File: config.mk
export PLATFORM = sky130hd
export DESIGN_NAME = markdown_token_lexer_flat
export DESIGN_NICKNAME = d
export VERILOG_FILES = /design/src/hw/rtl/mdl_pkg.sv /design/src/hw/rtl/mdl_in_if.sv /design/src/hw/rtl/mdl_out_if.sv /design/src/hw/rtl/mdl_core.sv /design/src/hw/rtl/mdl_outq.sv /design/src/hw/rtl/markdown_token_lexer.sv /design/src/flat_wrapper.sv
export SDC_FILE = /design/constraint.sdc
export NUM_CORES = 1
export LEC_CHECK = 0
export ABC_AREA = 1
export BUFFER_PORTS_ARGS = -buffer_cell sky130_fd_sc_hd__buf_2
export CORE_MARGIN = 4
export CORE_UTILIZATION = 35
export CTS_BUF_LIST = sky130_fd_sc_hd__clkbuf_8 sky130_fd_sc_hd__clkbuf_16
export CTS_CLUSTER_DIAMETER = 40
export DETAILED_ROUTE_END_ITERATION = 7
export REMOVE_ABC_BUFFERS = 1
export SKIP_CTS_REPAIR_TIMING = 1
export SYNTH_ARGS = -nofsm -noshare
export SYNTH_HDL_FRONTEND = slang
export SYNTH_SLANG_ARGS = --single-unit
File: constraint.sdc
create_clock -name clk -period 6.01 [get_ports clk]
set_clock_uncertainty 0.15 [all_clocks]
set_input_delay 0.601 -clock clk [delete_from_list [all_inputs] [get_ports clk]]
set_output_delay 0.601 -clock clk [all_outputs]
set_load 0.01 [all_outputs]
File: src/hw/rtl/mdl_pkg.sv
// ----------------------------------------------------------------------------
// mdl_pkg
// Shared types and constants for the markdown token lexer.
// ----------------------------------------------------------------------------
`default_nettype none

package mdl_pkg;

	localparam int unsigned POS_WIDTH_DEF = 16;
	localparam int unsigned OUT_POS_W     = 16;
	localparam int unsigned Q_DEPTH       = 4;

	localparam logic [7:0] CH_HASH      = 8'h23;
	localparam logic [7:0] CH_STAR      = 8'h2A;
	localparam logic [7:0] CH_BRK_OPEN  = 8'h5B;
	localparam logic [7:0] CH_BRK_CLOSE = 8'h5D;
	localparam logic [7:0] CH_PAR_OPEN  = 8'h28;
	localparam logic [7:0] CH_PAR_CLOSE = 8'h29;
	localparam logic [7:0] CH_NEWLINE   = 8'h0A;
	localparam logic [7:0] CH_CHEVRON   = 8'h3E;
	localparam logic [7:0] CH_MINUS     = 8'h2D;
	localparam logic [7:0] CH_SPACE     = 8'h20;

	typedef enum logic [3:0] {
		KIND_TEXT,
		KIND_HASH,
		KIND_STAR,
		KIND_BRK_OPEN,
		KIND_BRK_CLOSE,
		KIND_PAR_OPEN,
		KIND_PAR_CLOSE,
		KIND_NEWLINE,
		KIND_CHEVRON,
		KIND_MINUS
	} kind_t;

	typedef struct packed {
		kind_t                  kind;
		logic [7:0]             char_out;
		logic                   starts_token;
		logic [OUT_POS_W-1:0]   token_line;
		logic [OUT_POS_W-1:0]   token_column;
		logic                   run_last;
	} result_t;

	// up to two results per transaction; r0 is always the first one
	typedef struct packed {
		logic [1:0] cnt;
		result_t    r0;
		result_t    r1;
	} push_t;

endpackage

`default_nettype wire

File: src/hw/rtl/mdl_in_if.sv
// ----------------------------------------------------------------------------
// mdl_in_if
// Byte input channel: valid/ready with one document byte per transaction.
// ----------------------------------------------------------------------------
`default_nettype none

interface mdl_in_if;
	logic       valid;
	logic       ready;
	logic [7:0] char_in;
	logic       end_of_input;

	modport source (output valid, output char_in, output end_of_input, input ready);
	modport sink   (input valid, input char_in, input end_of_input, output ready);
endinterface

`default_nettype wire

File: src/hw/rtl/mdl_out_if.sv
// ----------------------------------------------------------------------------
// mdl_out_if
// Token output channel: valid/ready with one classified byte per transaction.
// ----------------------------------------------------------------------------
`default_nettype none

interface mdl_out_if;
	logic        valid;
	logic        ready;
	logic [3:0]  kind;
	logic [7:0]  char_out;
	logic        starts_token;
	logic [15:0] token_line;
	logic [15:0] token_column;
	logic        run_last;

	modport source (
		output valid, output kind, output char_out, output starts_token,
		output token_line, output token_column, output run_last, input ready
	);
	modport sink (
		input valid, input kind, input char_out, input starts_token,
		input token_line, input token_column, input run_last, output ready
	);
endinterface

`default_nettype wire

File: src/hw/rtl/mdl_core.sv
// ----------------------------------------------------------------------------
// mdl_core
// Input register, lookahead state and per-byte classification.
// ----------------------------------------------------------------------------
`default_nettype none

module mdl_core #(
	parameter int unsigned POS_WIDTH = mdl_pkg::POS_WIDTH_DEF
) (
	input  wire logic          clk,
	input  wire logic          arst_n,
	mdl_in_if.sink             din,
	input  wire logic          room,
	output mdl_pkg::push_t     push
);
	import mdl_pkg::*;

	typedef logic [POS_WIDTH-1:0] pos_t;

	typedef struct packed {
		logic    emit;
		result_t res;
		logic    topen;
		pos_t    tl;
		pos_t    tc;
	} rslv_t;

	localparam pos_t POS_ONE = pos_t'(1);
	localparam pos_t POS_MAX = '1;

	function automatic kind_t classify(input logic [7:0] c, input logic has_next,
	                                   input logic [7:0] nx);
		logic spaced;
		kind_t k;
		spaced = has_next && (nx == CH_SPACE || nx == c);
		case (c)
			CH_STAR:      k = KIND_STAR;
			CH_BRK_OPEN:  k = KIND_BRK_OPEN;
			CH_BRK_CLOSE: k = KIND_BRK_CLOSE;
			CH_PAR_OPEN:  k = KIND_PAR_OPEN;
			CH_PAR_CLOSE: k = KIND_PAR_CLOSE;
			CH_NEWLINE:   k = KIND_NEWLINE;
			CH_HASH:      k = spaced ? KIND_HASH : KIND_TEXT;
			CH_CHEVRON:   k = spaced ? KIND_CHEVRON : KIND_TEXT;
			CH_MINUS:     k = spaced ? KIND_MINUS : KIND_TEXT;
			default:      k = KIND_TEXT;
		endcase
		return k;
	endfunction

	function automatic rslv_t resolve(input logic [7:0] c, input pos_t line, input pos_t col,
	                                  input logic has_next, input logic [7:0] nx,
	                                  input logic topen, input pos_t tl, input pos_t tc);
		rslv_t r;
		kind_t k;
		r       = '0;
		r.topen = topen;
		r.tl    = tl;
		r.tc    = tc;
		k       = classify(c, has_next, nx);
		// a space outside a text run is dropped
		if (!(c == CH_SPACE && !topen)) begin
			r.emit             = 1'b1;
			r.res.kind         = k;
			r.res.char_out     = c;
			r.res.starts_token = 1'b1;
			r.res.token_line   = OUT_POS_W'(line);
			r.res.token_column = OUT_POS_W'(col);
			if (k != KIND_TEXT) begin
				r.topen = 1'b0;
			end else if (!topen) begin
				r.topen = 1'b1;
				r.tl    = line;
				r.tc    = col;
			end else begin
				r.res.starts_token = 1'b0;
				r.res.token_line   = OUT_POS_W'(tl);
				r.res.token_column = OUT_POS_W'(tc);
			end
		end
		return r;
	endfunction

	logic       valid_s1;
	logic [7:0] char_s1;
	logic       last_s1;

	logic [7:0] held_char_q;
	logic       held_valid_q;
	pos_t       held_line_q;
	pos_t       held_col_q;
	pos_t       line_q;
	pos_t       col_q;
	logic       text_open_q;
	pos_t       text_line_q;
	pos_t       text_col_q;

	logic  adv;
	rslv_t r_a;
	rslv_t r_b;
	logic  a_emit;
	logic  b_emit;
	logic  topen1;
	pos_t  tl1;
	pos_t  tc1;

	assign adv       = valid_s1 && room;
	assign din.ready = !valid_s1 || room;

	always_ff @(posedge clk or negedge arst_n) begin
		if (!arst_n) begin
			valid_s1 <= 1'b0;
			char_s1  <= '0;
			last_s1  <= 1'b0;
		end else if (din.ready) begin
			valid_s1 <= din.valid;
			char_s1  <= din.char_in;
			last_s1  <= din.end_of_input;
		end
	end

	always_comb begin
		r_a    = resolve(held_char_q, held_line_q, held_col_q, 1'b1, char_s1,
		                 text_open_q, text_line_q, text_col_q);
		a_emit = held_valid_q && r_a.emit;
		topen1 = held_valid_q ? r_a.topen : text_open_q;
		tl1    = held_valid_q ? r_a.tl : text_line_q;
		tc1    = held_valid_q ? r_a.tc : text_col_q;
		// final byte resolves with no successor
		r_b    = resolve(char_s1, line_q, col_q, 1'b0, 8'h00, topen1, tl1, tc1);
		b_emit = last_s1 && r_b.emit;

		push             = '0;
		push.cnt         = adv ? (2'(a_emit) + 2'(b_emit)) : 2'd0;
		push.r0          = a_emit ? r_a.res : r_b.res;
		push.r0.run_last = !(a_emit && b_emit);
		push.r1          = r_b.res;
		push.r1.run_last = 1'b1;
	end

	always_ff @(posedge clk or negedge arst_n) begin
		if (!arst_n) begin
			held_char_q  <= '0;
			held_valid_q <= 1'b0;
			held_line_q  <= POS_ONE;
			held_col_q   <= POS_ONE;
			line_q       <= POS_ONE;
			col_q        <= POS_ONE;
			text_open_q  <= 1'b0;
			text_line_q  <= POS_ONE;
			text_col_q   <= POS_ONE;
		end else if (adv) begin
			if (last_s1) begin
				held_char_q  <= '0;
				held_valid_q <= 1'b0;
				held_line_q  <= POS_ONE;
				held_col_q   <= POS_ONE;
				line_q       <= POS_ONE;
				col_q        <= POS_ONE;
				text_open_q  <= 1'b0;
				text_line_q  <= POS_ONE;
				text_col_q   <= POS_ONE;
			end else begin
				held_char_q  <= char_s1;
				held_valid_q <= 1'b1;
				held_line_q  <= line_q;
				held_col_q   <= col_q;
				text_open_q  <= topen1;
				text_line_q  <= tl1;
				text_col_q   <= tc1;
				if (char_s1 == CH_NEWLINE) begin
					col_q <= POS_ONE;
					if (line_q != POS_MAX) begin
						line_q <= line_q + POS_ONE;
					end
				end else if (col_q != POS_MAX) begin
					col_q <= col_q + POS_ONE;
				end
			end
		end
	end

endmodule

`default_nettype wire

File: src/hw/rtl/mdl_outq.sv
// ----------------------------------------------------------------------------
// mdl_outq
// Small result queue: takes up to two results a cycle, drains one a cycle while dout.ready is high.
// ----------------------------------------------------------------------------
`default_nettype none

module mdl_outq (
	input  wire logic          clk,
	input  wire logic          arst_n,
	input  mdl_pkg::push_t     push,
	output logic               room,
	mdl_out_if.source          dout
);
	import mdl_pkg::*;

	localparam int unsigned QPW = $clog2(Q_DEPTH);
	localparam int unsigned QCW = $clog2(Q_DEPTH + 1);

	result_t          mem_q [Q_DEPTH];
	logic [QPW-1:0]   wr_q;
	logic [QPW-1:0]   rd_q;
	logic [QCW-1:0]   count_q;
	logic             pop;
	result_t          head;

	assign pop  = dout.valid && dout.ready;
	assign room = count_q <= QCW'(Q_DEPTH - 2);
	assign head = mem_q[rd_q];

	assign dout.valid        = count_q != '0;
	assign dout.kind         = head.kind;
	assign dout.char_out     = head.char_out;
	assign dout.starts_token = head.starts_token;
	assign dout.token_line   = head.token_line;
	assign dout.token_column = head.token_column;
	assign dout.run_last     = head.run_last;

	always_ff @(posedge clk) begin
		if (push.cnt != 2'd0) begin
			mem_q[wr_q] <= push.r0;
		end
		if (push.cnt == 2'd2) begin
			mem_q[wr_q + QPW'(1)] <= push.r1;
		end
	end

	always_ff @(posedge clk or negedge arst_n) begin
		if (!arst_n) begin
			wr_q    <= '0;
			rd_q    <= '0;
			count_q <= '0;
		end else begin
			wr_q    <= wr_q + QPW'(push.cnt);
			rd_q    <= rd_q + QPW'(pop);
			count_q <= count_q + QCW'(push.cnt) - QCW'(pop);
		end
	end

endmodule

`default_nettype wire

File: src/hw/rtl/markdown_token_lexer.sv
// ----------------------------------------------------------------------------
// markdown_token_lexer
// Streams a markdown document byte by byte and tags each byte as token or text.
// ----------------------------------------------------------------------------
// channel | dir | payload                                          | per transaction
// din     | in  | char_in, end_of_input                            | one byte
// dout    | out | kind, char_out, starts_token, token_line,        | one emitted byte
//         |     | token_column, run_last                           |
//
// One byte accepted per cycle while din.ready is high; each result is written
// into the result queue and leaves from its head.
// A byte is classified when its successor arrives, so each byte yields 0 or 1
// result, the final byte up to 2; a four-entry result queue absorbs the pair.
// din.ready drops only while the queue has fewer than two free entries.
// Reset returns to the start-of-document state; so does every final byte.
// ----------------------------------------------------------------------------
`default_nettype none

module markdown_token_lexer #(
	parameter int unsigned POS_WIDTH = mdl_pkg::POS_WIDTH_DEF
) (
	input  wire logic clk,
	input  wire logic arst_n,
	mdl_in_if.sink    din,
	mdl_out_if.source dout
);
	import mdl_pkg::*;

	push_t push;
	logic  room;

	mdl_core #(.POS_WIDTH(POS_WIDTH)) u_core (
		.clk    (clk),
		.arst_n (arst_n),
		.din    (din),
		.room   (room),
		.push   (push)
	);

	mdl_outq u_outq (
		.clk    (clk),
		.arst_n (arst_n),
		.push   (push),
		.room   (room),
		.dout   (dout)
	);

endmodule

`default_nettype wire

File: src/flat_wrapper.sv
// flat-port wrapper written by rule: the top's interface ports become plain ports
module markdown_token_lexer_flat import mdl_pkg::*;
#(
	parameter int unsigned POS_WIDTH = mdl_pkg::POS_WIDTH_DEF
)
  (clk, arst_n, din_valid, din_char_in, din_end_of_input, din_ready, dout_valid, dout_kind, dout_char_out, dout_starts_token, dout_token_line, dout_token_column, dout_run_last, dout_ready);
  mdl_in_if din_i ();
  mdl_out_if dout_i ();
  input  wire logic clk;
  input  wire logic arst_n;
  input wire logic [$bits(din_i.valid)-1:0] din_valid;
  input wire logic [$bits(din_i.char_in)-1:0] din_char_in;
  input wire logic [$bits(din_i.end_of_input)-1:0] din_end_of_input;
  output wire logic [$bits(din_i.ready)-1:0] din_ready;
  output wire logic [$bits(dout_i.valid)-1:0] dout_valid;
  output wire logic [$bits(dout_i.kind)-1:0] dout_kind;
  output wire logic [$bits(dout_i.char_out)-1:0] dout_char_out;
  output wire logic [$bits(dout_i.starts_token)-1:0] dout_starts_token;
  output wire logic [$bits(dout_i.token_line)-1:0] dout_token_line;
  output wire logic [$bits(dout_i.token_column)-1:0] dout_token_column;
  output wire logic [$bits(dout_i.run_last)-1:0] dout_run_last;
  input wire logic [$bits(dout_i.ready)-1:0] dout_ready;
  assign din_i.valid = din_valid;
  assign din_i.char_in = din_char_in;
  assign din_i.end_of_input = din_end_of_input;
  assign din_ready = din_i.ready;
  assign dout_valid = dout_i.valid;
  assign dout_kind = dout_i.kind;
  assign dout_char_out = dout_i.char_out;
  assign dout_starts_token = dout_i.starts_token;
  assign dout_token_line = dout_i.token_line;
  assign dout_token_column = dout_i.token_column;
  assign dout_run_last = dout_i.run_last;
  assign dout_i.ready = dout_ready;
  markdown_token_lexer #(.POS_WIDTH(POS_WIDTH)) u_core (.clk(clk), .arst_n(arst_n), .din(din_i), .dout(dout_i));
endmodule
**Word-level counts from Yosys, hierarchy flattened**

Memory sizes are Yosys's and may differ from the RTL's.
Cells that the tools add are included.

- Equal/unequal tests: 21
- Mux-type cells: 37
- Reductions and logical operators: 22
- Add/subtract/negate cells: 8
- $lt $le $gt $ge: 1

Operator list:

| kind | number |
|---|---|
| 16-bit 2-to-1 mux | 12 |
| 33-bit 2-to-1 mux | 5 |
| 46-bit 2-to-1 mux | 3 |
| 8-bit by 6-bit equality test with 1-bit output (second input constant) | 11 |
| 32-bit 2-to-1 mux | 2 |
| 4-bit one-hot mux with 9 select lines | 1 |
| 16-bit by 1-bit adder with 16-bit output (second input constant) | 2 |
| 8-bit by 7-bit equality test with 1-bit output (second input constant) | 4 |
| 16-bit inequality test (second input constant) | 2 |
| 3-bit one-hot mux with 6 select lines | 1 |
| 8-bit by 4-bit equality test with 1-bit output (second input constant) | 2 |
| 1-bit 2-to-1 mux | 9 |
| 8-bit equality test | 1 |
| 4-bit 2-to-1 mux | 2 |
| 8-bit 2-to-1 mux | 1 |
| 4-bit nonzero test | 2 |
| 1-bit logical AND | 7 |
| 2-bit nonzero test | 3 |
| 3-bit nonzero test | 2 |
| 1-bit logical NOT | 4 |
| 3-bit by 2-bit adder with 3-bit output | 1 |
| 3-bit by 2-bit less-or-equal comparator with 1-bit output (second input constant) | 1 |
| 3-bit AND reduction | 1 |
| 3-bit by 1-bit subtractor with 3-bit output | 1 |
| 8 further kinds | 9 |

- Logic and storage cells: 105
- Output and inout bits: 48
- Register bits after elaboration: 123
- Input bits: 13
- RAM bits: 184
- Memories: 1

Memory list:

| name | depth | width | rd ports | clocked after memory_dff | write ports | RTL line | RTL |
|---|---|---|---|---|---|---|---|
| u_core.u_outq.mem_q | 4 | 46 | 1 | 0 | 2 | mdl_outq.sv:19 | `result_t mem_q [Q_DEPTH];` |

**Depth between registers and ports, before layout**

Gate-level depths: netlist of the first run.

- Depth after elaboration: 17
- Depth in mapped cells: 28
- Depth with buffers taken out: 25

**By module**

Synthesis of the first run repeated with hierarchy kept, for this count alone.

- Cell total of the unflattened synthesis: 2105
- Area total of the unflattened synthesis: 17093.9 µm²

By module, submodules not included:

| module | times used | sequential area each (µm²) | area each (µm²) | cells an instance |
|---|---|---|---|---|
| mdl_outq | 1 | 5700.5 | 9557.9 | 1007 |
| mdl_core | 1 | 2910.3 | 7536.0 | 1098 |

**Least setup slack after synthesis of the first run**

Ideal clock, no wire load.

- Kind: register to register
- Start: register u_core.u_core.held_char_q[4]
- End: memory u_core.u_outq.mem_q[0][10] (netlist bit), enable pin
- Stages on the path, launching flop included: 22
- Setup slack: 1.713 ns
- Buffers on the path: 1
- Data arrival time: 3.744 ns
- Setup time: 0.403 ns
- Required time: 5.457 ns
- Clock period less this slack: 4.297 ns
- Path through: dfrtp_1 > inv_2 > nand2_1 > nor3_2 > nand3b_1 > and3_1 > nand2_1 > nor2_2 > nand2_4 > nand4_2 > buf_2 > nand2_1 > inv_1 > ha_1 > inv_1 > nor2_1 > nor2_1 > inv_1 > nand3_1 > nor2_1 > nand2_1 > nand2_1

RTL lines:

| item | RTL line | RTL |
|---|---|---|
| start: declaration | mdl_core.sv:88 | `logic [7:0] held_char_q;` |
| start signal: assignment | mdl_core.sv:164 | `held_char_q <= char_s1;` |
| end: declaration | mdl_outq.sv:19 |  |

==> results of run 1 <==
critical path, cell delays in order, from the launching register on:
cell     delay [ns]
dfrtp_1        0.38
inv_1          0.22
nand2_1        0.11
nor3_2         0.37
nand2_1        0.10
nand2_1        0.11
nand2_1        0.06
nand2_1        0.14
nor2_4         0.07
nand2_4        0.06
nand4_2        0.08
nand2_1        0.10
inv_1          0.05
ha_1           0.29
inv_1          0.07
nor2_1         0.18
nor2_1         0.07
inv_1          0.11
nand3_1        0.08
buf_4          0.20
nor2_1         0.13
nand2_1        0.43
nand2_2        0.77
buf_12         0.30
stage by stage:
| step | power [mW] | setup slack (ns) |
|---|---|---|
| finish | 10.4 | 1.04 |
| global route | 11.1 | 0.617 |
| CTS | 10.4 | 1.03 |
| detailed placement | 7.93 | 1.03 |
| global placement | 7.82 | 1.11 |
| floorplan | 6.15 | -0.537 |
registers in the layout, indices dropped and copies added, names as in the netlist, 2 cells and up:
signal / cells
u_core.u_outq.wr_q: 2
u_core.u_outq.count_q: 3
u_core.u_outq.rd_q: 2
u_core.u_core.text_line_q: 16
u_core.u_core.line_q: 16
u_core.u_core.held_col_q: 16
u_core.u_core.held_line_q: 16
u_core.u_core.char_s1: 8
u_core.u_core.text_col_q: 16
u_core.u_core.held_char_q: 8
u_core.u_outq.mem_q: 184
u_core.u_core.col_q: 16
where the power goes:
part	switching, mW	internal [mW]
logic	3.64	1.35
registers	0.193	2.76
clock network	0.973	1.48
final cells by class:
class,instances,share of cell area
Clock inverter,28,0.0140
Inverter,137,0.0277
Sequential cell,307,0.459
Clock buffer,46,0.0601
Tap cell,600,0.0404
Timing Repair Buffer,92,0.0312
Multi-Input combinational cell,1447,0.367
cells in the final DEF, fill, tap and decap left out, types with 13 or more instances in the layout:
master | Yosys | layout
buf_4 | 1 | 30
inv_1 | 125 | 131
o31a_1 | 32 | 32
dfrtp_1 | 117 | 115
a21oi_1 | 30 | 30
clkbuf_16 | 0 | 43
nor3_1 | 16 | 16
nor2_1 | 144 | 144
o21ai_0 | 221 | 221
nand4_1 | 13 | 13
o22ai_1 | 106 | 106
nand3_1 | 258 | 258
buf_2 | 17 | 59
nand2_1 | 573 | 569
edfxtp_1 | 176 | 176
logic make-up (layout without fill, tap and decap cells):
kind of cell / Yosys count / in the layout
AOI/OAI and AO/OA: 409 / 409
xor gates and xnor gates: 11 / 11
buffers and inverters: 260 / 303
and+or+nand+nor: 1018 / 1018
DFF: 307 / 307
adders and majority gates: 9 / 9
worst max path at each step:
stage | startpoint | to | cells after the start | slack (ns)
after floorplan | u_core.u_core.text_open_q | u_core.u_outq.mem_q[3][10] | 17 | -0.54
after CTS | u_core.u_core.char_s1[7] | u_core.u_outq.mem_q[0][20] | 23 | 1.03
final | u_core.u_core.char_s1[7] | u_core.u_outq.mem_q[0][8] | 23 | 1.04
after global placement | u_core.u_core.char_s1[7] | u_core.u_outq.mem_q[0][26] | 23 | 1.11
after detailed placement | u_core.u_core.char_s1[7] | u_core.u_outq.mem_q[0][22] | 23 | 1.03
after global routing | u_core.u_core.char_s1[7] | u_core.u_outq.mem_q[0][8] | 23 | 0.62
metal layers:
| layer | share of wire | vias to the layer above |
|---|---|---|
| met5 | 0 | - |
| met4 | 0.036 | 0 |
| met3 | 0.067 | 135 |
| met2 | 0.46 | 581 |
| met1 | 0.44 | 7052 |
| li1 | - | 6967 |
==> results.cfg, run 1 <==
[synth]
ys_async_sr_fraction = 0.401
synthMuxAreaShare = 0
synth_xor_area_frac = 0.00589
synth_flop_cell = edfxtp_1
synth_top_cell_area_share = 0.323
netlist_area_um2 = 16300
yosys_warnings = 0
netlist_top_cells_area = edfxtp_1, dfrtp_1, nand2_1
synth.distinct_cells = 44
synth-simple-area-share = 0.260
ys_seq_elements = 307
yosys.area.top_type = edfxtp_1
synth_edf_count = 176
ys_seq_area_frac = 0.522
synth.most_common_cell = nand2_1
synth_compound_area_frac = 0.143
synthCells = 2014
synth_top_family_by_area = simple AND/OR/NAND/NOR gates
synth_fa_ha_area_frac = 0.00735
synth_common_cells = nand2_1, nand3_1, o21ai_0, edfxtp_1, nor2_1
avgSynthCellArea_um2 = 8.12

[hold_path]
holdCritPathClass = input port to async pin

[route]
wirelength_um = 50100
vias_per_cell = 5.55
first_iter_violations = 1269
ant_nets = 0
avgRoutedWirePerCell_um = 18.9
vias = 14700
firstDrtPassIters = 7
drc = 0

[final_layout]
finish.utilization = 0.406
fill_cells = 4458
stdcell_area_um2 = 18600
multiInputGateArea_um2 = 6830
syn_to_final_growth_pct = 13.7
final_nets = 2047
stdcell_count = 2657
drive_gt1_frac = 0.0899
n_antenna_cell = 0
seq_area_um2 = 8530

[timing]
max_freq_mhz = 201
fin_tns_setup_ns = 0
fin_crit_sh = 0.826
period_needed_ns = 4.97
worst_hold_slack_ns = -0.0267
maxSlewHeadroom = 0.310
slew_viol_final = 0
tightest_slew_ns = 1.04
final_hold_viol_count = 18
rsz0062_at_grt = no
finalSetupViolCount = 0

[grt]
grt-ovfl-total = 0
antenna_found_initial = 0
grt.total_usage = 0.194
use_met1 = 0.265
first_global_vias = 14300
grt.busiest_layer = met2
use_met2 = 0.313
grt_pass1_wl_um = 78700
grt_util_met3 = 0.0244
grt_max_degree = 94

[power]
power.leakage_nw = 8.06
peakVddDrop_uv = 321
power_density_nw_per_um2 = 559

[setup_path]
timing.rr.end = u_core.u_outq.mem_q[0][8]
required_ns = 6.09
reg2reg_slack_ns = 1.04
arrival_ns = 5.04
cp-end-kind = flip-flop
crit_type = flip-flop to flip-flop
reg2regPathDepth = 23
crit_path_start_kind = flip-flop
rr_startpoint = u_core.u_core.char_s1[7]
cp_max_fo = 23

[clocking]
cts_sinks = 307
cts-root-buf = clkbuf_16
clk_latency_ns = 0.55
cts_tree = built
cts_inserted_buffers = 40
ctsHtreeMaxLevel = 2
clk_pin_slew_ns = 0.06
clock_path_buffers = 3

[floorplanning]
die_h_um = 224
die_x_um = 224
coreArea_um2 = 45800
die_area_um2 = 50200
io_pins = 61
start_util = 0.357
rows = 78

[run]
cap_violations = 0

[placement]
dpl.hpwl_um = 29800
place_congestion = 0.854
placedCellCount = 2583
portBuffers = 60
postPlaceCellArea_um2 = 17200

[outcome]
run_status = finished with violations
violations = hold timing
(Power assumes the default switching activity.)
==> inputs of run 2 (changes only) <==
Clock period 6.01 ns to 4.4 ns, I/O delays scaled along.
==> results.cfg, run 2 (synthesis results as in run 1) <==
[outcome]
run_status = finished with violations
violations = hold timing

[final_layout]
syn_to_final_growth_pct = 15.5
drive_gt1_frac = 0.102
largest_reg_flops = 184
finish.utilization = 0.412
layout_commonest_cell = nand2_1
mostFrequentLayoutCells = nand2_1, nand3_1, o21ai_0, edfxtp_1, nor2_1
regMostFlops = u_core.u_outq.mem_q
n_antenna_cell = 0
stdcell_area_um2 = 18900
final_nets = 2076

[grt]
grt.total_usage = 0.206
first_global_vias = 14700
grt_max_degree = 82
grt-ovfl-total = 0
antenna_found_initial = 0
grt_pass1_wl_um = 83100

[floorplanning]
rows = 78
die_area_um2 = 50200
start_util = 0.357
io_pins = 61
die_x_um = 224
die_h_um = 224
coreArea_um2 = 45800

[clocking]
cts-root-buf = clkbuf_16
cts_sinks = 307
cts_inserted_buffers = 43
cts_tree = built
clk_pin_slew_ns = 0.06
clock_path_buffers = 3
ctsHtreeMaxLevel = 2
clk_latency_ns = 0.56

[placement]
pre_cts_ws_ns = 0.304
postPlaceCellArea_um2 = 17400
portBuffers = 60
place_congestion = 0.865
dpl.hpwl_um = 31800

[power]
power_density_nw_per_um2 = 770
power.leakage_nw = 8.20
peakVddDrop_uv = 507

[route]
avgRoutedWirePerCell_um = 19.5
vias = 15000
ant_nets = 0
vias_per_cell = 5.57
wirelength_um = 52400
drc = 0
first_iter_violations = 1553
firstDrtPassIters = 7

[timing]
max_freq_mhz = 246
rsz0062_at_grt = no
fin_tns_setup_ns = 0
maxSlewHeadroom = 0.194
fin_crit_sh = 0.923
slew_viol_final = 0
tightest_slew_ns = 1.21
setup_slack_ns = 0.339
finalSetupViolCount = 0
period_needed_ns = 4.06
final_hold_viol_count = 2
worst_hold_slack_ns = -0.0110

[setup_path]
worst_path_dominant_cell_family = simple AND/OR/NAND/NOR gates
crit_top_cell = nand2_1
cp_max_fo = 19
critical-path-max-stage-delay_ns = 0.57
crit_type = flip-flop to flip-flop
cp-end-kind = flip-flop
crit_path_start_kind = flip-flop
crit_chain = nor2_1 -> inv_1 -> nor3_1 -> nand2_1 -> nand2_1 -> nand2_1 -> nand2_1 -> nor2_4 -> nand2_4 -> nand4_2 -> nand2_1 -> inv_1 -> ha_1 -> inv_1 -> nor2_1 -> nor2_1 -> inv_1 -> nand2_1 -> clkinv_1 -> buf_12 -> nand2_1 -> o21ai_0
cp_slowest_cell = clkinv_1
arrival_ns = 4.20
cp_num_buf_inv = 6
required_ns = 4.54

[hold_path]
holdCritPathClass = input port to flip-flop

[run]
cap_violations = 0
run 2: worst register-to-register path, cell delays in order (launching register included):
cell and delay (ns):
dfrtp_1 0.42, nor2_1 0.17, inv_1 0.06, nor3_1 0.28
nand2_1 0.09, nand2_1 0.13, nand2_1 0.06, nand2_1 0.13
nor2_4 0.07, nand2_4 0.05, nand4_2 0.10, nand2_1 0.10
inv_1 0.05, ha_1 0.30, inv_1 0.10, nor2_1 0.08
nor2_1 0.14, inv_1 0.09, nand2_1 0.09, clkinv_1 0.57
buf_12 0.42, nand2_1 0.08, o21ai_0 0.08
run 2: metrics by stage:
stage | std cells | power [mW]
detailed placement | 2603 | 11.1
finish | 2689 | 14.5
global route | 2689 | 15.5
global placement | 2603 | 10.9
CTS | 2683 | 14.5
floorplan | 1891 | 8.40
run 2: per-layer routing:
| metal | global-route usage | routed length [um] | vias to the layer above |
|---|---|---|---|
| met5 | 0 | 0 | - |
| met4 | 0.0742 | 1770 | 0 |
| met3 | 0.0296 | 3700 | 128 |
| met2 | 0.332 | 24000 | 608 |
| met1 | 0.284 | 22900 | 7227 |
| li1 | - | - | 7016 |
run 2: where the power goes:
group / total [mW] / leakage (nW) / switching [mW] / internal [mW]
clock network: 3.47 / 0.714 / 1.40 / 2.07
registers: 4.02 / 3.43 / 0.261 / 3.76
logic: 7.04 / 4.06 / 5.12 / 1.92
total: 14.5 / 8.20 / 6.77 / 7.76
run 2: area by class of cell:
class	count	area (um^2)
clock inverters	30	240
multi-input cells	1447	6830
well taps	600	751
repair buffers	118	791
clock buffers	50	1220
flip-flops and latches	307	8530
inverters	137	514
fillers	4460	26900
run 2: path summary, 6_finish.rpt:
check,startpoint,slack [ns],cells past startpoint,end
setup / recovery,u_core.u_core.char_s1[1],0.34,22,u_core.u_outq.mem_q[1][39]
hold / removal,din_char_in[1],-0.01,3,u_core.u_core.char_s1[1]
setup reg to reg,u_core.u_core.char_s1[1],0.34,22,u_core.u_outq.mem_q[1][39]
hold reg to reg,u_core.u_outq.mem_q[2][0],0.32,2,u_core.u_outq.mem_q[2][0]
max in group asynchronous,arst_n,2.84,3,u_core.u_core.line_q[0]
min in group asynchronous,arst_n,0.30,2,u_core.u_core.valid_s1
==> inputs of run 3 (changes only) <==
Settings changed: ABC_AREA 1 to 0, CORE_UTILIZATION 35 to 40.
==> results.cfg, run 3 <==
[final_layout]
drive_gt1_frac = 0.220
mostFrequentLayoutCells = nand2_1, edfxtp_1, dfrtp_1, o21ai_0, buf_4
final_nets = 1545
largest_reg_flops = 184
regMostFlops = u_core.u_outq.mem_q
syn_to_final_growth_pct = 19.0
n_antenna_cell = 0
layout_commonest_cell = nand2_1
stdcell_count = 2086
finish.utilization = 0.487
stdcell_area_um2 = 19500

[setup_path]
critical-path-max-stage-delay_ns = 0.47
crit_type = flip-flop to flip-flop
crit_path_start_kind = flip-flop
required_ns = 4.53
cp-end-kind = flip-flop
cp_max_fo = 17
cp_slowest_cell = dfrtp_2
arrival_ns = 4.32
crit_chain = or3b_4 -> o41ai_4 -> a211oi_1 -> o21a_1 -> or3_4 -> and2_1 -> ha_1 -> o211ai_1 -> buf_4 -> or2_4 -> o21ai_1 -> and3_1 -> buf_12 -> a221o_1
rr_startpoint = u_core.u_core.held_char_q[7]
cp-startpoint = u_core.u_core.held_char_q[7]

[synth]
ys_seq_elements = 307
netlist_top_cells_area = edfxtp_1, dfrtp_1, mux4_2
yosys.area.top_type = edfxtp_1
synth_top_cell_area_share = 0.322
synth_edf_count = 176
ys_seq_area_frac = 0.520
netlist_area_um2 = 16400
yosys_warnings = 0
synth_flop_cell = edfxtp_1
ys_async_sr_fraction = 0.401
synthCells = 1453
synth.most_common_cell = nand2_1
synth_common_cells = nand2_1, edfxtp_1, dfrtp_1, o21ai_0, clkbuf_1
avgSynthCellArea_um2 = 11.3
synth.distinct_cells = 77

[route]
wirelength_um = 48600
avgRoutedWirePerCell_um = 23.3
vias = 12700
drc = 0
first_iter_violations = 1278
ant_nets = 0
vias_per_cell = 6.07
firstDrtPassIters = 5

[timing]
final_hold_viol_count = 0
tightest_slew_ns = 1.09
period_needed_ns = 4.19
worst_hold_slack_ns = 0.0143
fin_tns_setup_ns = 0
setup_slack_ns = 0.210
rsz0062_at_grt = no
max_freq_mhz = 239
finalSetupViolCount = 0
maxSlewHeadroom = 0.274
slew_viol_final = 0
fin_crit_sh = 0.952

[clocking]
cts-root-buf = clkbuf_16
clock_path_buffers = 3
clk_latency_ns = 0.54
ctsHtreeMaxLevel = 2
clk_pin_slew_ns = 0.05
cts_sinks = 307
cts_tree = built
cts_inserted_buffers = 47

[placement]
postPlaceCellArea_um2 = 17500
dpl.hpwl_um = 29300
place_congestion = 0.921
pre_cts_ws_ns = 0.128
portBuffers = 60
placedCellCount = 1989

[grt]
grt.busiest_layer = met2
grt.total_usage = 0.213
first_global_vias = 12300
grt_pass1_wl_um = 74100
grt_util_met3 = 0.0414
use_met1 = 0.298
antenna_found_initial = 0
grt_max_degree = 98
use_met2 = 0.331
grt-ovfl-total = 0

[floorplanning]
io_pins = 61
rows = 73
start_util = 0.409
die_h_um = 210
die_area_um2 = 44300
die_x_um = 210
coreArea_um2 = 40100

[power]
power.leakage_nw = 7.50
power_density_nw_per_um2 = 675
peakVddDrop_uv = 333
power.total_mw = 13.2

[hold_path]
holdCritPathClass = input port to flip-flop
holdCritStartpoint = din_char_in[4]

[outcome]
run_status = finished, final reports clean

[run]
cap_violations = 0
## run 3: cell count changes after synthesis, moves of 58 or more
cell / delta
o22ai_1: -90
nor2_1: -95
a22oi_1: +58
inv_1: -95
nand3_1: -243
nand2_1: -366
o21ai_0: -117
## run 3: final cells by class
type	count	area (um^2)
fillers	3550	20600
flip-flops and latches	307	8540
multi-input cells	979	7230
clock buffers	52	1280
repair buffers	157	1180
well taps	525	657
clock inverters	35	507
inverters	31	116
## run 3: cell families (layout without fill, tap and decap cells)
group,count (synthesis),count (layout),synth area share
mux,101,101,0.0985
compound gates,401,401,0.183
xor+xnor,24,24,0.0128
fa+ha+maj,9,9,0.00733
buf+inv,167,275,0.0435
flops,307,307,0.520
simple gates,444,444,0.134
## run 3: worst paths after layout
kind | endpoint | slack [ns] | depth (start not counted)
worst min-delay path | u_core.u_core.char_s1[4] | 0.01 | 2
worst max-delay path | u_core.u_outq.mem_q[2][28] | 0.21 | 14
worst min register to register | u_core.u_outq.mem_q[2][0] | 0.31 | 1
min in group asynchronous | u_core.u_core.held_col_q[7] | 0.44 | 2
max in group asynchronous | u_core.u_core.held_line_q[4] | 2.73 | 3
worst max register to register | u_core.u_outq.mem_q[2][28] | 0.21 | 14
## run 3: per-layer routing
| layer | vias to the layer above | routed length [um] |
|---|---|---|
| met3 | 122 | 3700 |
| met2 | 558 | 22400 |
| li1 | 5725 | - |
| met1 | 6251 | 20900 |
| met5 | - | 0 |
| met4 | 0 | 1560 |
## run 3: worst max-delay path: cells and delay by family (launching register included)
family	cells	cell delay, ns
AO/OA/AOI/OAI	6	1.27
adder cells (fa/ha/maj)	1	0.30
buffers and inverters	2	0.36
flip-flops	1	0.47
AND/OR/NAND/NOR	5	1.38
## run 3: power by group
group / switching [mW] / internal [mW]
logic: 2.93 / 1.77
registers: 0.607 / 3.69
clock network: 1.40 / 2.76
total: 4.94 / 8.22
